$ cat src/hw/rtl/wsr_pkg.sv
// ----------------------------------------------------------------------------
// wsr_pkg
// Types and constants shared by the text frame receiver modules.
// ----------------------------------------------------------------------------
package wsr_pkg;

    localparam int unsigned CAP_W = 17;
    localparam int unsigned LEN_W = 16;

    localparam logic [CAP_W-1:0] CAP_RESET = 17'd4096;

    // frame opcodes (low nibble of first header byte)
    localparam logic [3:0] OP_TEXT  = 4'h1;
    localparam logic [3:0] OP_CLOSE = 4'h8;
    localparam logic [3:0] OP_PING  = 4'h9;

    // 7-bit length escape codes
    localparam logic [6:0] LEN_EXT16 = 7'd126;
    localparam logic [6:0] LEN_EXT64 = 7'd127;

    typedef enum logic [1:0] {
        EV_DATA   = 2'd0,
        EV_EMPTY  = 2'd1,
        EV_CLOSED = 2'd2,
        EV_ERROR  = 2'd3
    } event_t;

    typedef enum logic [9:0] {
        PH_HDR0    = 10'b00_0000_0001,
        PH_HDR1    = 10'b00_0000_0010,
        PH_EXT_HI  = 10'b00_0000_0100,
        PH_EXT_LO  = 10'b00_0000_1000,
        PH_KEY0    = 10'b00_0001_0000,
        PH_KEY1    = 10'b00_0010_0000,
        PH_KEY2    = 10'b00_0100_0000,
        PH_KEY3    = 10'b00_1000_0000,
        PH_PAYLOAD = 10'b01_0000_0000,
        PH_HALT    = 10'b10_0000_0000
    } phase_t;

    typedef struct packed {
        logic [7:0] data;
        logic       last;
        event_t     ev;
    } result_t;

endpackage

$ cat src/hw/rtl/wsr_parse.sv
// ----------------------------------------------------------------------------
// wsr_parse
// Frame header parser and payload unmasker, one byte per accepted request.
// ----------------------------------------------------------------------------
module wsr_parse import wsr_pkg::*;
(
    input  logic             clk,
    input  logic             rst_n,
    input  logic             accept,
    input  logic [7:0]       rx_byte,
    input  logic [CAP_W-1:0] capacity,
    output logic             res_valid,
    output result_t          res
);

    phase_t           phase_reg,  phase_next;
    logic [3:0]       opcode_reg, opcode_next;
    logic             ping_reg,   ping_next;
    logic             masked_reg, masked_next;
    logic [LEN_W-1:0] len_reg,    len_next;
    logic [LEN_W-1:0] idx_reg,    idx_next;
    logic [31:0]      key_reg,    key_next;

    logic             finish_len;
    logic             hdr_done;
    logic             masked_v;
    logic [LEN_W-1:0] idx_inc;
    logic [7:0]       key_byte;
    logic             last_v;

    always_comb
    begin
        phase_next  = phase_reg;
        opcode_next = opcode_reg;
        ping_next   = ping_reg;
        masked_next = masked_reg;
        len_next    = len_reg;
        idx_next    = idx_reg;
        key_next    = key_reg;
        res_valid   = 1'b0;
        res         = '{data: 8'h00, last: 1'b1, ev: EV_DATA};
        finish_len  = 1'b0;
        hdr_done    = 1'b0;
        masked_v    = masked_reg;
        idx_inc     = idx_reg + 16'd1;
        last_v      = (idx_inc >= len_reg);

        case (idx_reg[1:0])
            2'd0:    key_byte = key_reg[31:24];
            2'd1:    key_byte = key_reg[23:16];
            2'd2:    key_byte = key_reg[15:8];
            default: key_byte = key_reg[7:0];
        endcase

        if (accept)
        begin
            unique case (phase_reg)
                PH_HDR0:
                begin
                    opcode_next = rx_byte[3:0];
                    phase_next  = PH_HDR1;
                end
                PH_HDR1:
                begin
                    if (opcode_reg == OP_CLOSE)
                    begin
                        phase_next = PH_HALT;
                        res_valid  = 1'b1;
                        res.ev     = EV_CLOSED;
                    end
                    else if (opcode_reg != OP_PING && opcode_reg != OP_TEXT)
                    begin
                        phase_next = PH_HALT;
                        res_valid  = 1'b1;
                        res.ev     = EV_ERROR;
                    end
                    else
                    begin
                        ping_next   = (opcode_reg == OP_PING);
                        masked_next = rx_byte[7];
                        masked_v    = rx_byte[7];
                        if (rx_byte[6:0] == LEN_EXT64)
                        begin
                            phase_next = PH_HALT;
                            res_valid  = 1'b1;
                            res.ev     = EV_ERROR;
                        end
                        else if (rx_byte[6:0] == LEN_EXT16)
                        begin
                            len_next   = '0;
                            phase_next = PH_EXT_HI;
                        end
                        else
                        begin
                            len_next   = {9'd0, rx_byte[6:0]};
                            finish_len = 1'b1;
                        end
                    end
                end
                PH_EXT_HI:
                begin
                    len_next   = {rx_byte, 8'h00};
                    phase_next = PH_EXT_LO;
                end
                PH_EXT_LO:
                begin
                    len_next   = {len_reg[15:8], rx_byte};
                    finish_len = 1'b1;
                end
                PH_KEY0:
                begin
                    key_next   = {key_reg[23:0], rx_byte};
                    phase_next = PH_KEY1;
                end
                PH_KEY1:
                begin
                    key_next   = {key_reg[23:0], rx_byte};
                    phase_next = PH_KEY2;
                end
                PH_KEY2:
                begin
                    key_next   = {key_reg[23:0], rx_byte};
                    phase_next = PH_KEY3;
                end
                PH_KEY3:
                begin
                    key_next = {key_reg[23:0], rx_byte};
                    hdr_done = 1'b1;
                end
                PH_PAYLOAD:
                begin
                    idx_next = idx_inc;
                    if (last_v)
                    begin
                        phase_next = PH_HDR0;
                    end
                    if (!ping_reg)
                    begin
                        res_valid = 1'b1;
                        res.data  = rx_byte ^ (masked_reg ? key_byte : 8'h00);
                        res.last  = last_v;
                        res.ev    = EV_DATA;
                    end
                end
                PH_HALT:
                begin
                    phase_next = PH_HALT;
                end
                default:
                begin
                    phase_next = PH_HALT;
                end
            endcase

            // length known: key bytes follow, or the header is complete
            if (finish_len)
            begin
                if (masked_v)
                begin
                    key_next   = '0;
                    phase_next = PH_KEY0;
                end
                else
                begin
                    hdr_done = 1'b1;
                end
            end

            if (hdr_done)
            begin
                if (!ping_next && (({1'b0, len_next} + 17'd1) > capacity))
                begin
                    phase_next = PH_HALT;
                    res_valid  = 1'b1;
                    res.ev     = EV_ERROR;
                end
                else if (len_next == '0)
                begin
                    // empty text frame is reported, empty ping is silent
                    phase_next = PH_HDR0;
                    if (!ping_next)
                    begin
                        res_valid = 1'b1;
                        res.ev    = EV_EMPTY;
                    end
                end
                else
                begin
                    idx_next   = '0;
                    phase_next = PH_PAYLOAD;
                end
            end
        end
    end

    always_ff @(posedge clk or negedge rst_n)
    begin
        if (!rst_n)
        begin
            phase_reg  <= PH_HDR0;
            opcode_reg <= '0;
            ping_reg   <= 1'b0;
            masked_reg <= 1'b0;
            len_reg    <= '0;
            idx_reg    <= '0;
            key_reg    <= '0;
        end
        else
        begin
            phase_reg  <= phase_next;
            opcode_reg <= opcode_next;
            ping_reg   <= ping_next;
            masked_reg <= masked_next;
            len_reg    <= len_next;
            idx_reg    <= idx_next;
            key_reg    <= key_next;
        end
    end

endmodule

$ cat src/hw/rtl/wsr_outbuf.sv
// ----------------------------------------------------------------------------
// wsr_outbuf
// Result register with one skid entry; stalls the input only when full.
// ----------------------------------------------------------------------------
module wsr_outbuf import wsr_pkg::*;
(
    input  logic    clk,
    input  logic    rst_n,
    input  logic    res_valid,
    input  result_t res,
    input  logic    out_stall,
    output logic    full,
    output logic    out_valid,
    output result_t out_res
);

    logic    out_valid_reg;
    result_t out_reg;
    logic    skid_valid_reg;
    result_t skid_reg;
    logic    can_load;

    assign can_load  = !out_valid_reg || !out_stall;
    assign full      = skid_valid_reg;
    assign out_valid = out_valid_reg;
    assign out_res   = out_reg;

    always_ff @(posedge clk or negedge rst_n)
    begin
        if (!rst_n)
        begin
            out_valid_reg  <= 1'b0;
            skid_valid_reg <= 1'b0;
        end
        else if (can_load)
        begin
            // skid is only ever filled while the output is stalled
            out_valid_reg  <= skid_valid_reg || res_valid;
            skid_valid_reg <= 1'b0;
        end
        else if (res_valid)
        begin
            skid_valid_reg <= 1'b1;
        end
    end

    always_ff @(posedge clk)
    begin
        if (can_load)
        begin
            out_reg <= skid_valid_reg ? skid_reg : res;
        end
        else if (res_valid)
        begin
            skid_reg <= res;
        end
    end

endmodule

$ cat src/hw/rtl/websocket_text_frame_receiver.sv
// ----------------------------------------------------------------------------
// websocket_text_frame_receiver
// Takes a WebSocket byte stream one byte per cycle while in_stall is low and
// delivers unmasked text payload plus empty-frame, close and error events.
//
// Each accepted byte is processed in the cycle it is accepted and any result
// lands in an output register, so the block sustains one byte per clock while
// the consumer keeps up. The only thing that stalls the input is the output
// side: a result register plus a one-entry skid let one more result in after
// the consumer stalls, and after that in_stall rises until the consumer takes
// a result. Header and mask key bytes give only event results, ping payload
// bytes none. A close frame, an unknown opcode, a 64-bit length or a text
// payload with length + 1 > buffer_capacity emits a single close or error
// event and then the block swallows all input until reset. buffer_capacity
// (reset 4096) is written through cfg_wr_en / cfg_wr_data and should only
// change while no frame is in progress.
// ----------------------------------------------------------------------------
module websocket_text_frame_receiver import wsr_pkg::*;
(
    input  logic             clk,
    input  logic             rst_n,

    // configuration: buffer capacity
    input  logic             cfg_wr_en,
    input  logic [CAP_W-1:0] cfg_wr_data,

    // byte request channel
    input  logic             in_valid,
    output logic             in_stall,
    input  logic [7:0]       rx_byte,

    // result request channel
    output logic             out_valid,
    input  logic             out_stall,
    output logic [7:0]       payload_byte,
    output logic             last_of_frame,
    output logic [1:0]       event_res
);

    logic [CAP_W-1:0] capacity_reg;
    logic             accept;
    logic             res_valid;
    result_t          res;
    result_t          out_res;

    // capacity register, write only
    always_ff @(posedge clk or negedge rst_n)
    begin
        if (!rst_n)
        begin
            capacity_reg <= CAP_RESET;
        end
        else if (cfg_wr_en)
        begin
            capacity_reg <= cfg_wr_data;
        end
    end

    assign accept = in_valid && !in_stall;

    // header parse, length/capacity check, unmask
    wsr_parse u_parse (
        .clk       (clk),
        .rst_n     (rst_n),
        .accept    (accept),
        .rx_byte   (rx_byte),
        .capacity  (capacity_reg),
        .res_valid (res_valid),
        .res       (res)
    );

    // result register + skid; in_stall only when skid holds a request
    wsr_outbuf u_outbuf (
        .clk       (clk),
        .rst_n     (rst_n),
        .res_valid (res_valid),
        .res       (res),
        .out_stall (out_stall),
        .full      (in_stall),
        .out_valid (out_valid),
        .out_res   (out_res)
    );

    assign payload_byte  = out_res.data;
    assign last_of_frame = out_res.last;
    assign event_res     = out_res.ev;

endmodule

$ cat config.mk
export PLATFORM = sky130hd
export DESIGN_NAME = websocket_text_frame_receiver
export DESIGN_NICKNAME = d
export VERILOG_FILES = /design/src/hw/rtl/wsr_pkg.sv /design/src/hw/rtl/wsr_parse.sv /design/src/hw/rtl/wsr_outbuf.sv /design/src/hw/rtl/websocket_text_frame_receiver.sv
export SDC_FILE = /design/constraint.sdc
export NUM_CORES = 1
export LEC_CHECK = 0
export BUFFER_PORTS_ARGS = -buffer_cell sky130_fd_sc_hd__buf_2
export CORE_UTILIZATION = 55
export CTS_BUF_LIST = sky130_fd_sc_hd__clkbuf_2
export CTS_CLUSTER_DIAMETER = 150
export DETAILED_ROUTE_END_ITERATION = 7
export PLACE_DENSITY = 0.78
export RECOVER_POWER = 100
export SLEW_MARGIN = 10
export SYNTH_ARGS = -nofsm -noshare
export SYNTH_HDL_FRONTEND = slang
export SYNTH_HIERARCHICAL = 1
export SYNTH_SLANG_ARGS = --single-unit
export TNS_END_PERCENT = 30
$ cat constraint.sdc
create_clock -name clk -period 6.16 [get_ports clk]
set_clock_uncertainty 0.15 [all_clocks]
set_input_delay 1.232 -clock clk [delete_from_list [all_inputs] [get_ports clk]]
set_output_delay 1.232 -clock clk [all_outputs]
set_load 0.005 [all_outputs]
==> metrics.md, run 1 <==
| Metric | Value |
|---|---|
| I/O pin cnt | 43 |
| Register area share after synthesis | 44.4% |
| Pins Over Slew Limit | 93 |
| Worst Path Max Fanout | 11 |
| Max reg flops | 32 |
| Area Overhead vs Synth | 6.56% |
| Ys Warns | 6 |
| CTS buffer count | 17 |
| Failing checks | max-capacitance violations, max-slew violations |
| Post-CTS Setup Bufs | 0 |
| Syn Std Cell Area | 7070 um^2 |
| Final Setup Violations | 0 |
| Aggregate global routing overflow | 0 |
| Critical path launch point type | flop |
| Full die area | 13300 um^2 |
| Hold-critical path depth | 1 |
| H-tree Lvls | 4 |
| Largest net degree at the start of global routing | 57 |
| Worst setup margin | 488 ps |
| Cell Pwr Density | 214 nW/um^2 |
| Worst-Skew Late Latency | 730 ps |
| Wire length on met2 | 7.93 mm |
| Vias in the first global route | 5395 |
| Buffers on Ports | 42 |
| # hold bufs at CTS | 0 |
| Setup tns final | 0 ps |
| Post-synth ARST share | 81.8% |
| WL met3 | 976 um |
| Critical path class | reg -> reg |
| Slew HR | -56.9% |
| Worst Setup End Kind | flop |
| Status | finished, violations left |
| DPL Wire Length | 11.8 mm |
| Routability cong. | 0.974 |
| VDD IR-drop max | 0.000194 V |
| Initial antenna violation count | 1 |
| Mapped Nets | 745 |
| # DRC | 0 |
| CTS tree | done |
| Starting Density | 56.3% |
| # rows | 41 |
| R2R depth | 19 |
| EDFF count, synth | 22 |
| CTS Sinks | 121 |
| WL per Instance | 17.9 um |
| Final worst-path cycle share | 92.1% |
| Commonest cells after routing, fill and taps aside | dfrtp_1, nor2_1, nand2_1 |
| CTS root buf | clkbuf_2 |
| DIE HEIGHT | 115 um |
| Wl on met1 | 6.78 mm |
| Initial DRC count | 466 |
| Die W | 115 um |
| Deepest clock path buffer count | 2 |
| Detail Route Antenna Nets | 0 |
| Ys flop type | dfrtp_1 |
| Fin crit period | 5670 ps |
| Core area | 12600 um^2 |
| Commonest non-fill, non-tap cell in the layout | dfrtp_1 |
| DR top layer | met4 |
| Leakage | 3.50 nW |
| Post-place setup slack | 225 ps |
| CP arrival | 5980 ps |
| #FFs+latches synth | 121 |
| Nets | 783 |
| First-pass DRT Iterations | 5 |
| HP Class | reg -> reg |
| Worst-margin pin slew | 2350 ps |
| Cts repair resizes | 0 |
| Routed WL | 16.1 mm |
| RSZ-0062 raised after global routing | no |
| Final Hold Vio Count | 0 |
| Via/cell ratio | 6.02 |
| GRT Util Overall | 26.1% |
| Vias | 5418 |
| Pwr Total | 1.61 mW |
| Max frequency | 176 MHz |
| Clock-pin slew on the worst setup and hold paths | 170 ps |
| Share of cells above drive strength 1 | 13.5% |
| MaxCap Viol Count | 2 |
| Syn Inst Count | 676 |
| Worst endpoint required time | 6470 ps |
| First-pass GRT wire length | 26.3 mm |
| Synth Area per Inst | 10.5 um^2 |
| Synth cell types | 70 |
| Final core occ | 60.0% |
## critical path, stage by stage (launching register included)
cell       delay, ps
dfrtp_1          460
nor4_2           630
nand2_1          250
nor2_1           410
o2bb2ai_1        300
ha_1             280
and2_0           140
a32oi_1          100
nor4_4           290
nand4_1          170
xnor2_1          170
ha_1             300
and4_1           240
o21ai_0          120
o31ai_1          480
nand2_1          150
a21oi_1          210
o21a_1           200
and3_1           160
buf_4            180
## power by group
part	switching, mW	total [mW]	internal, mW
Combinational	0.143	0.242	0.0993
Sequential	0.0343	0.884	0.850
Clock	0.306	0.487	0.181
Total	0.483	1.61	1.13
## worst paths after layout
check / end / start / slack (ps)
max: u_outbuf/skid_reg[10] / u_parse/phase_reg[7] / 490
min: capacity_reg[8] / capacity_reg[8] / 360
max reg2reg: u_outbuf/skid_reg[10] / u_parse/phase_reg[7] / 490
min reg2reg: capacity_reg[8] / capacity_reg[8] / 360
max in group asynchronous: u_parse/key_reg[2] / rst_n / 2470
min in group asynchronous: u_parse/idx_reg[15] / rst_n / 1030
## layout make-up
type / instances / area, um^2
diodes: 1 / 2.50
flip-flops and latches: 121 / 3140
repair buffers: 50 / 235
well taps: 172 / 215
multi-input cells: 484 / 3570
inverters: 40 / 150
clock buffers: 18 / 90.1
clock inverters: 14 / 130
fillers: 1092 / 5030
## kinds of logic (layout without fill, tap and decap cells)
logic type | Yosys count | after routing | share of synthesized area [%]
and+or+nand+nor | 204 | 204 | 14.8
AOI/OAI and AO/OA | 152 | 152 | 16.2
DFF | 121 | 121 | 44.4
buffers and inverters | 71 | 122 | 4.51
xor gates and xnor gates | 53 | 53 | 6.56
adders and majority gates | 39 | 39 | 6.90
muxes | 36 | 36 | 6.65
other | 0 | 1 | 0
## layer usage
layer,global-route usage (%),vias to the layer above
met1,32.0,2681
met4,12.3,0
met2,43.7,184
met5,0,-
met3,6.17,33
li1,-,2520
## through the flow
step | instance area, um^2 | hold slack, ps | cells
3_3_place_gp | 7420 | 341 | 867
3_5_place_dp | 7420 | 346 | 867
5_1_grt | 7540 | 393 | 900
4_1_cts | 7640 | 281 | 899
6_report | 7540 | 363 | 900
2_1_floorplan | 7070 | 323 | 676
## synthesized netlist by cell type (14+ instances only)
cell type,instances,area [um^2]
edfxtp_1,22,661
a22o_1,37,324
xor2_1,33,289
dfrtp_1,97,2430
a21o_1,14,105
inv_1,38,143
a21oi_1,25,125
o21ai_0,19,95.1
clkbuf_1,19,71.3
nor2_1,66,248
ha_1,39,488
xnor2_1,20,175
nand3_1,21,105
nand2_1,49,184
mux2_2,16,180
mux2_4,18,270
Note: power is estimated with default switching activity, not from simulation.
==> inputs of run 2 (changes only) <==
--- a/config.mk
+++ b/config.mk
@@ -6,6 +6,7 @@
 export NUM_CORES = 1
 export LEC_CHECK = 0
 export BUFFER_PORTS_ARGS = -buffer_cell sky130_fd_sc_hd__buf_2
+export CORE_MARGIN = 2
 export CORE_UTILIZATION = 55
 export CTS_BUF_LIST = sky130_fd_sc_hd__clkbuf_2
 export CTS_CLUSTER_DIAMETER = 150
==> run 2 against run 1 <==
The flow still finishes with violations (max-capacitance violations, max-slew violations). Largest cell class unchanged. Power is 5.2% higher. Hold slack worse by 9.1 ps. Clock power is 17% higher. Worst setup slack worse by 140 ps. Largest power group unchanged. Critical path type unchanged. Cell count is 0.33% higher.
==> metrics.md, run 2 (synthesis results as in run 1) <==
| Metric | Value |
|---|---|
| Status | finished, violations left |
| Failing checks | max-capacitance violations, max-slew violations |
| Fillers | 1059 (-3.0%) |
| Final worst-path cycle share | 94.3% (+2.2 points) |
| Inserted Diodes | 0 (-1) |
| Sw Share | 28.2% (-1.7 points) |
| Critical Path Source | u_parse/phase_reg[7] |
| Final Hold Vio Count | 0 (unchanged) |
| CP arrival | 6020 ps (+40 ps) |
| Leakage | 3.58 nW (+2.1%) |
| Detail Route Antenna Nets | 0 (unchanged) |
| Initial antenna violation count | 0 (-1) |
| DPL Wire Length | 12.0 mm (+1.5%) |
| First-pass DRT Iterations | 5 (unchanged) |
| Core area | 12600 um^2 (unchanged) |
| Vias in the first global route | 5401 (+0.11%) |
| CTS root buf | clkbuf_2 |
| CTS buffer count | 17 (unchanged) |
| Pins Over Slew Limit | 93 (unchanged) |
| Starting Density | 56.3% (unchanged) |
| Worst Path Max Fanout | 11 (unchanged) |
| Critical path class | reg -> reg |
| Slew HR | -53.5% (+3.4 points) |
| Initial DRC count | 459 (-1.5%) |
| HP Class | reg -> reg |
| Largest net degree at the start of global routing | 57 (unchanged) |
| Commonest non-fill, non-tap cell in the layout | dfrtp_1 |
| Worst-margin pin slew | 2300 ps (-51.1 ps) |
| Fin crit period | 5810 ps (+136 ps) |
| Max frequency | 172 MHz (-2.3%) |
| CTS Sinks | 121 (unchanged) |
| Pint | 1.22 mW (+7.7%) |
| I/O pin cnt | 43 (unchanged) |
| Post-place setup slack | 79.1 ps (-146 ps) |
| RSZ-0062 raised after global routing | no |
| Worst Setup End Kind | flop |
| # DRC | 0 (unchanged) |
| Clk network pwr share | 33.6% (+3.4 points) |
| GRT Util Overall | 24.5% (-1.6 points) |
| Launch point of the worst reg-to-reg path | u_parse/phase_reg[7] |
| Worst setup margin | 352 ps (-136 ps) |
| First-pass GRT wire length | 26.9 mm (+2.2%) |
| WL per Instance | 18.1 um (+0.76%) |
| Post-CTS Setup Bufs | 0 (unchanged) |
| # rows | 41 (unchanged) |
| Worst-Skew Late Latency | 700 ps (-30 ps) |
| Worst endpoint required time | 6380 ps (-90 ps) |
| Setup tns final | 0 ps (unchanged) |
| MaxCap Viol Count | 2 (unchanged) |
| Max reg flops | 32 (unchanged) |
| Aggregate global routing overflow | 0 (unchanged) |
| H-tree Lvls | 4 (unchanged) |
| Deepest clock path buffer count | 2 (unchanged) |
| CTS tree | done |
| Nets | 787 (+0.51%) |
| Via/cell ratio | 5.99 (-0.44%) |
| VDD IR-drop max | 0.000222 V (+14%) |
| Clock-pin slew on the worst setup and hold paths | 180 ps (about the same) |
| NetSw | 0.479 mW (-0.83%) |
| # hold bufs at CTS | 0 (unchanged) |
| Share of cells above drive strength 1 | 14.8% (+1.3 points) |
| Final Setup Violations | 0 (unchanged) |
| Routed WL | 16.3 mm (+1.1%) |
| Cts repair resizes | 0 (unchanged) |
| Cell Pwr Density | 223 nW/um^2 (+4.2%) |
| Buffers on Ports | 42 (unchanged) |
| Critical path launch point type | flop |
| Full die area | 13800 um^2 (+3.5%) |
| Commonest cells after routing, fill and taps aside | dfrtp_1, nor2_1, nand2_1 |
| Vias | 5412 (-0.11%) |
| Area Overhead vs Synth | 7.57% |
| Routability cong. | 0.980 (+0.62%) |
| Sequential power share | 52.1% (-2.7 points) |
| Die W | 117 um (+1.7%) |
| Logic gate share of total power | 14.4% (-0.6 points) |
| DIE HEIGHT | 117 um (+1.7%) |
| Worst Min Path Start | capacity_reg[4] |
==> run 2: changes by cell type in the layout (fill, tap and decap cells not counted), sizes merged <==
| cell | delta |
|---|---|
| diode | -1 |
| clkbuf | -6 |
| inv | -1 |
| bufinv | +2 |
| buf | +11 |
| clkinv | -1 |
| clkinvlp | -1 |
==> run 2: final cells by class <==
cell class                      count  area, um^2  area share (%)
Clock inverter                     13         175            2.30
Inverter                           40         150            1.97
Sequential cell                   121        3140            41.3
Timing Repair Buffer               54         272            3.57
Tap cell                          172         215            2.83
Clock buffer                       19        95.1            1.25
Multi-Input combinational cell    484        3560            46.8
==> run 2: final timing paths <==
| kind | endpoint | slack (ps) | cells past startpoint |
|---|---|---|---|
| hold reg to reg | capacity_reg[4] | 350 | 1 |
| setup / recovery | u_outbuf/skid_reg[2] | 350 | 16 |
| min in group asynchronous | u_parse/idx_reg[1] | 1050 | 1 |
| max in group asynchronous | u_parse/key_reg[26] | 2480 | 2 |
| setup reg to reg | u_outbuf/skid_reg[2] | 350 | 16 |
| hold / removal | capacity_reg[4] | 350 | 1 |
==> run 2: critical path: stages, from the launching register on <==
cell and delay [ps]:
dfrtp_1 470, or4_1 670, nor4_1 720, o21ai_1 360
a22oi_1 430, nor3_1 140, and3_1 220, nand3_1 110
xor2_1 100, ha_1 310, and4_1 220, o21ai_0 110
o31ai_1 450, nand2_1 130, a21oi_1 210, o21a_1 200
and3_1 460
==> run 2: metrics by stage <==
step	total power [mW]	area [um^2]	cells	hold WS, ps	util, %
3_5_place_dp	1.15	7450	871	343	59.2
4_1_cts	1.72	7720	903	297	61.4
5_1_grt	1.79	7610	903	380	60.5
3_3_place_gp	1.14	7450	871	340	59.2
6_report	1.70	7610	903	354	60.5
2_1_floorplan	1.07	7070	676	323	-
==> run 2: power groups by stage <==
stage / combinational (mW) / sequential [mW] / clock (mW)
floorplan: 0.180 / 0.887 / 0
global placement: 0.242 / 0.898 / 0
detailed placement: 0.251 / 0.899 / 0
CTS: 0.252 / 0.884 / 0.585
global route: 0.276 / 0.890 / 0.624
finish: 0.244 / 0.884 / 0.569
==> run 2: per-layer routing <==
layer,GRT usage (%),share of wire (%),vias to the layer above
met4,8.81,1.9,0
met2,41.6,50,186
li1,-,-,2525
met3,6.23,5.5,25
met1,30.4,43,2676
met5,0,0,-
==> inputs of run 3 (changes only) <==
--- a/config.mk
+++ b/config.mk
@@ -7,15 +7,14 @@
 export LEC_CHECK = 0
 export BUFFER_PORTS_ARGS = -buffer_cell sky130_fd_sc_hd__buf_2
 export CORE_MARGIN = 2
-export CORE_UTILIZATION = 55
+export CORE_UTILIZATION = 45
 export CTS_BUF_LIST = sky130_fd_sc_hd__clkbuf_2
 export CTS_CLUSTER_DIAMETER = 150
 export DETAILED_ROUTE_END_ITERATION = 7
-export PLACE_DENSITY = 0.78
+export PLACE_DENSITY = 0.67
 export RECOVER_POWER = 100
 export SLEW_MARGIN = 10
 export SYNTH_ARGS = -nofsm -noshare
 export SYNTH_HDL_FRONTEND = slang
-export SYNTH_HIERARCHICAL = 1
 export SYNTH_SLANG_ARGS = --single-unit
 export TNS_END_PERCENT = 30
==> run 3 against run 2 <==
The flow still finishes with violations (max-capacitance violations, max-slew violations). Final area rose by 3.0%. Worst setup slack improved by 240 ps. Clock power fell by 10%.
==> metrics.md, run 3 <==
| Metric | Value |
|---|---|
| Synth Area per Inst | 9.43 um^2 (-9.9%) |
| EDFF count, synth | 22 (unchanged) |
| First-pass DRT Iterations | 5 (unchanged) |
| Clock-pin slew on the worst setup and hold paths | 190 ps (about the same) |
| Most used cell along the critical path | nor2_1 |
| WL per Instance | 16.4 um (-8.9%) |
| Worst-Skew Late Latency | 760 ps (+60 ps) |
| Aggregate global routing overflow | 0 (unchanged) |
| Worst Path Max Fanout | 14 (+3) |
| Ys flop type | dfrtp_1 |
| Area leader, netlist | dfrtp_1 |
| Buffers on Ports | 42 (unchanged) |
| Cell Pwr Density | 188 nW/um^2 (-16%) |
| GRT Util Overall | 21.5% (-3.0 points) |
| Register area share after synthesis | 43.5% (-0.87 points) |
| Routed WL | 17.0 mm (+4.0%) |
| Slew HR | -125% (-72 points) |
| Synth cell types | 67 (-4.3%) |
| Initial DRC count | 404 (-12%) |
| Ys Warns | 0 (-6) |
| Mapped Nets | 834 (+12%) |
| Post-CTS Setup Bufs | 0 (unchanged) |
| Ranking of synthesized cells by area | dfrtp_1, edfxtp_1, ha_1, nor2_1, mux2i_1 |
| # rows | 46 (+12%) |
| Commonest non-fill, non-tap cell in the layout | dfrtp_1 |
| Fillers | 1558 (+47%) |
| Crit-path cells | or4_1, nor2_1, nand2_1, a222oi_1, buf_4, inv_1, ha_1, and3_1, nor2b_1, xnor2_1, ha_1, nand2_1, o21ai_0, a2111oi_0, a21oi_1, o31ai_1, clkbuf_1, nand3b_1, nor2_1, buf_4, nor2_1 |
| First-pass GRT wire length | 28.1 mm (+4.6%) |
| DR top layer | met4 |
| Detail Route Antenna Nets | 0 (unchanged) |
| Share of cells above drive strength 1 | 11.4% (-3.3 points) |
| VDD IR-drop max | 0.000142 V (-36%) |
| Pins Over Slew Limit | 94 (+1.1%) |
| Leakage | 3.80 nW (+6.2%) |
| I/O pin cnt | 43 (unchanged) |
| Final worst-path cycle share | 90.3% (-3.9 points) |
| Wl on met1 | 7.93 mm (+14%) |
| Wire length on met2 | 7.71 mm (-5.6%) |
| Critical path launch point type | flop |
| Max frequency | 180 MHz (+4.4%) |
| Initial antenna violation count | 1 (+1) |
| # DRC | 0 (unchanged) |
| CTS Sinks | 121 (unchanged) |
| Die W | 131 um (+11%) |
| Failing checks | max-capacitance violations, max-slew violations |
| Area Overhead vs Synth | 8.58% |
| DPL Wire Length | 12.2 mm (+1.9%) |
| Highest-delay cell along the critical path | or4_1 |
| Starting Density | 45.7% (-11 points) |
| H-tree Lvls | 4 (unchanged) |
| Commonest cells after routing, fill and taps aside | dfrtp_1, nor2_1, nand2_1 |
| RSZ-0062 raised after global routing | no |
| HP Class | reg -> reg |
| Crit path largest cell delay | 650 ps (-70 ps) |
| #FFs+latches synth | 121 (unchanged) |
| Core area | 15800 um^2 (+25%) |
| Vias | 5671 (+4.8%) |
| DIE HEIGHT | 131 um (+11%) |
| Max reg flops | 32 (unchanged) |
| Cts repair resizes | 0 (unchanged) |
| MaxCap Viol Count | 2 (unchanged) |
| CTS tree | done |
| # hold bufs at CTS | 0 (unchanged) |
| CP arrival | 6060 ps (+40 ps) |
| Worst Setup End Kind | flop |
| Synth top cells by count | dfrtp_1, nor2_1, nand2_1 |
| Worst Path Buf+Inv | 4 (+4) |
| WL met3 | 866 um (-2.7%) |
| Syn Inst Count | 765 (+13%) |
| Worst-margin pin slew | 3380 ps (+1070 ps) |
| Routability cong. | 0.951 (-3.0%) |
| Final Hold Vio Count | 0 (unchanged) |
| CTS root buf | clkbuf_2 |
| Family with the most delay on the worst path | simple AND/OR/NAND/NOR gates |
| Share of the synthesized area in the top cell type | 33.6% (-0.67 points) |
| Setup tns final | 0 ps (unchanged) |
| Via/cell ratio | 5.50 (-8.2%) |
| Deepest clock path buffer count | 2 (unchanged) |
| Reg2reg setup slack | 590 ps (+240 ps) |
| Fin crit period | 5570 ps (-243 ps) |
| Status | finished, violations left |
| Most frequent cell after synthesis | dfrtp_1 |
| CTS buffer count | 17 (unchanged) |
| Largest net degree at the start of global routing | 60 (+5.3%) |
| Final Setup Violations | 0 (unchanged) |
| Nets | 870 (+11%) |
| Post-synth ARST share | 81.8% (unchanged) |
| Worst endpoint required time | 6650 ps (+270 ps) |
| Hold slack | 396 ps (+42.0 ps) |
| Critical path class | reg -> reg |
| Syn Std Cell Area | 7210 um^2 (+2.0%) |
| Vias in the first global route | 5391 (-0.19%) |
| Full die area | 17100 um^2 (+24%) |
run 3: changes by cell type after synthesis, sizes merged, moves of 6 or more:
cell,delta
nand2,+37
o21ai,+33
mux2i,+32
a22o,-30
mux2,-27
nor2,+27
clkbuf,+9
xor2,-8
nand4,+6
run 3: final timing paths:
check	startpoint	to	cells after the start
setup / recovery	u_parse.phase_reg[6]	u_parse.idx_reg[15]	21
setup reg to reg	u_parse.phase_reg[6]	u_parse.idx_reg[15]	21
hold / removal	capacity_reg[12]	capacity_reg[12]	2
min in group asynchronous	rst_n	u_parse.len_reg[7]	1
hold reg to reg	capacity_reg[12]	capacity_reg[12]	2
max in group asynchronous	rst_n	u_parse.len_reg[14]	2
run 3: area by class of cell:
class	count	area (um^2)	share of cell area [%]
Multi-Input combinational cell	568	3780	48.2
Sequential cell	121	3140	40.1
Tap cell	216	270	3.45
Timing Repair Buffer	55	269	3.43
Inverter	38	143	1.82
Clock inverter	14	140	1.79
Clock buffer	18	90.1	1.15
Antenna cell	1	2.50	0.0319
run 3: metrics by stage:
step           util [%]  setup WS (ps)  power, mW  instance area [um^2]  std cells
2_1_floorplan         -            289      0.920                  7210        765
3_3_place_gp       48.5            330      0.977                  7650        998
3_5_place_dp       48.5            250      0.978                  7650        998
4_1_cts            50.0            812       1.49                  7880       1030
5_1_grt            49.7            232       1.54                  7830       1031
6_report           49.7            595       1.47                  7830       1031
run 3: per-layer routing:
layer	vias up	global-route usage, %
li1	2769	-
met1	2717	29.9
met2	152	33.1
met3	33	4.44
met4	0	8.45
met5	-	0
run 3: report_power, final:
part | leakage (nW) | switching (mW) | internal, mW
combinational | 2.08 | 0.0855 | 0.0413
clock | 0.138 | 0.351 | 0.158
sequential | 1.58 | 0.00925 | 0.827
total | 3.80 | 0.446 | 1.03
run 3: cells by family (layout without fill, tap and decap cells):
kind of cell / after synthesis / after routing / synth area share, %
simple gates: 288 / 288 / 19.3
compound gates: 152 / 152 / 14.7
flops: 121 / 121 / 43.5
buf+inv: 76 / 125 / 4.08
xor+xnor: 48 / 48 / 5.83
mux: 41 / 41 / 5.81
fa+ha+maj: 39 / 39 / 6.76
other cells: 0 / 1 / 0
run 3: worst min-delay path: cells and delay by family, from the launching register on:
family	cells	cell delay, ps
flip-flops	1	400
AO/OA/AOI/OAI	1	90
buffers and inverters	1	80
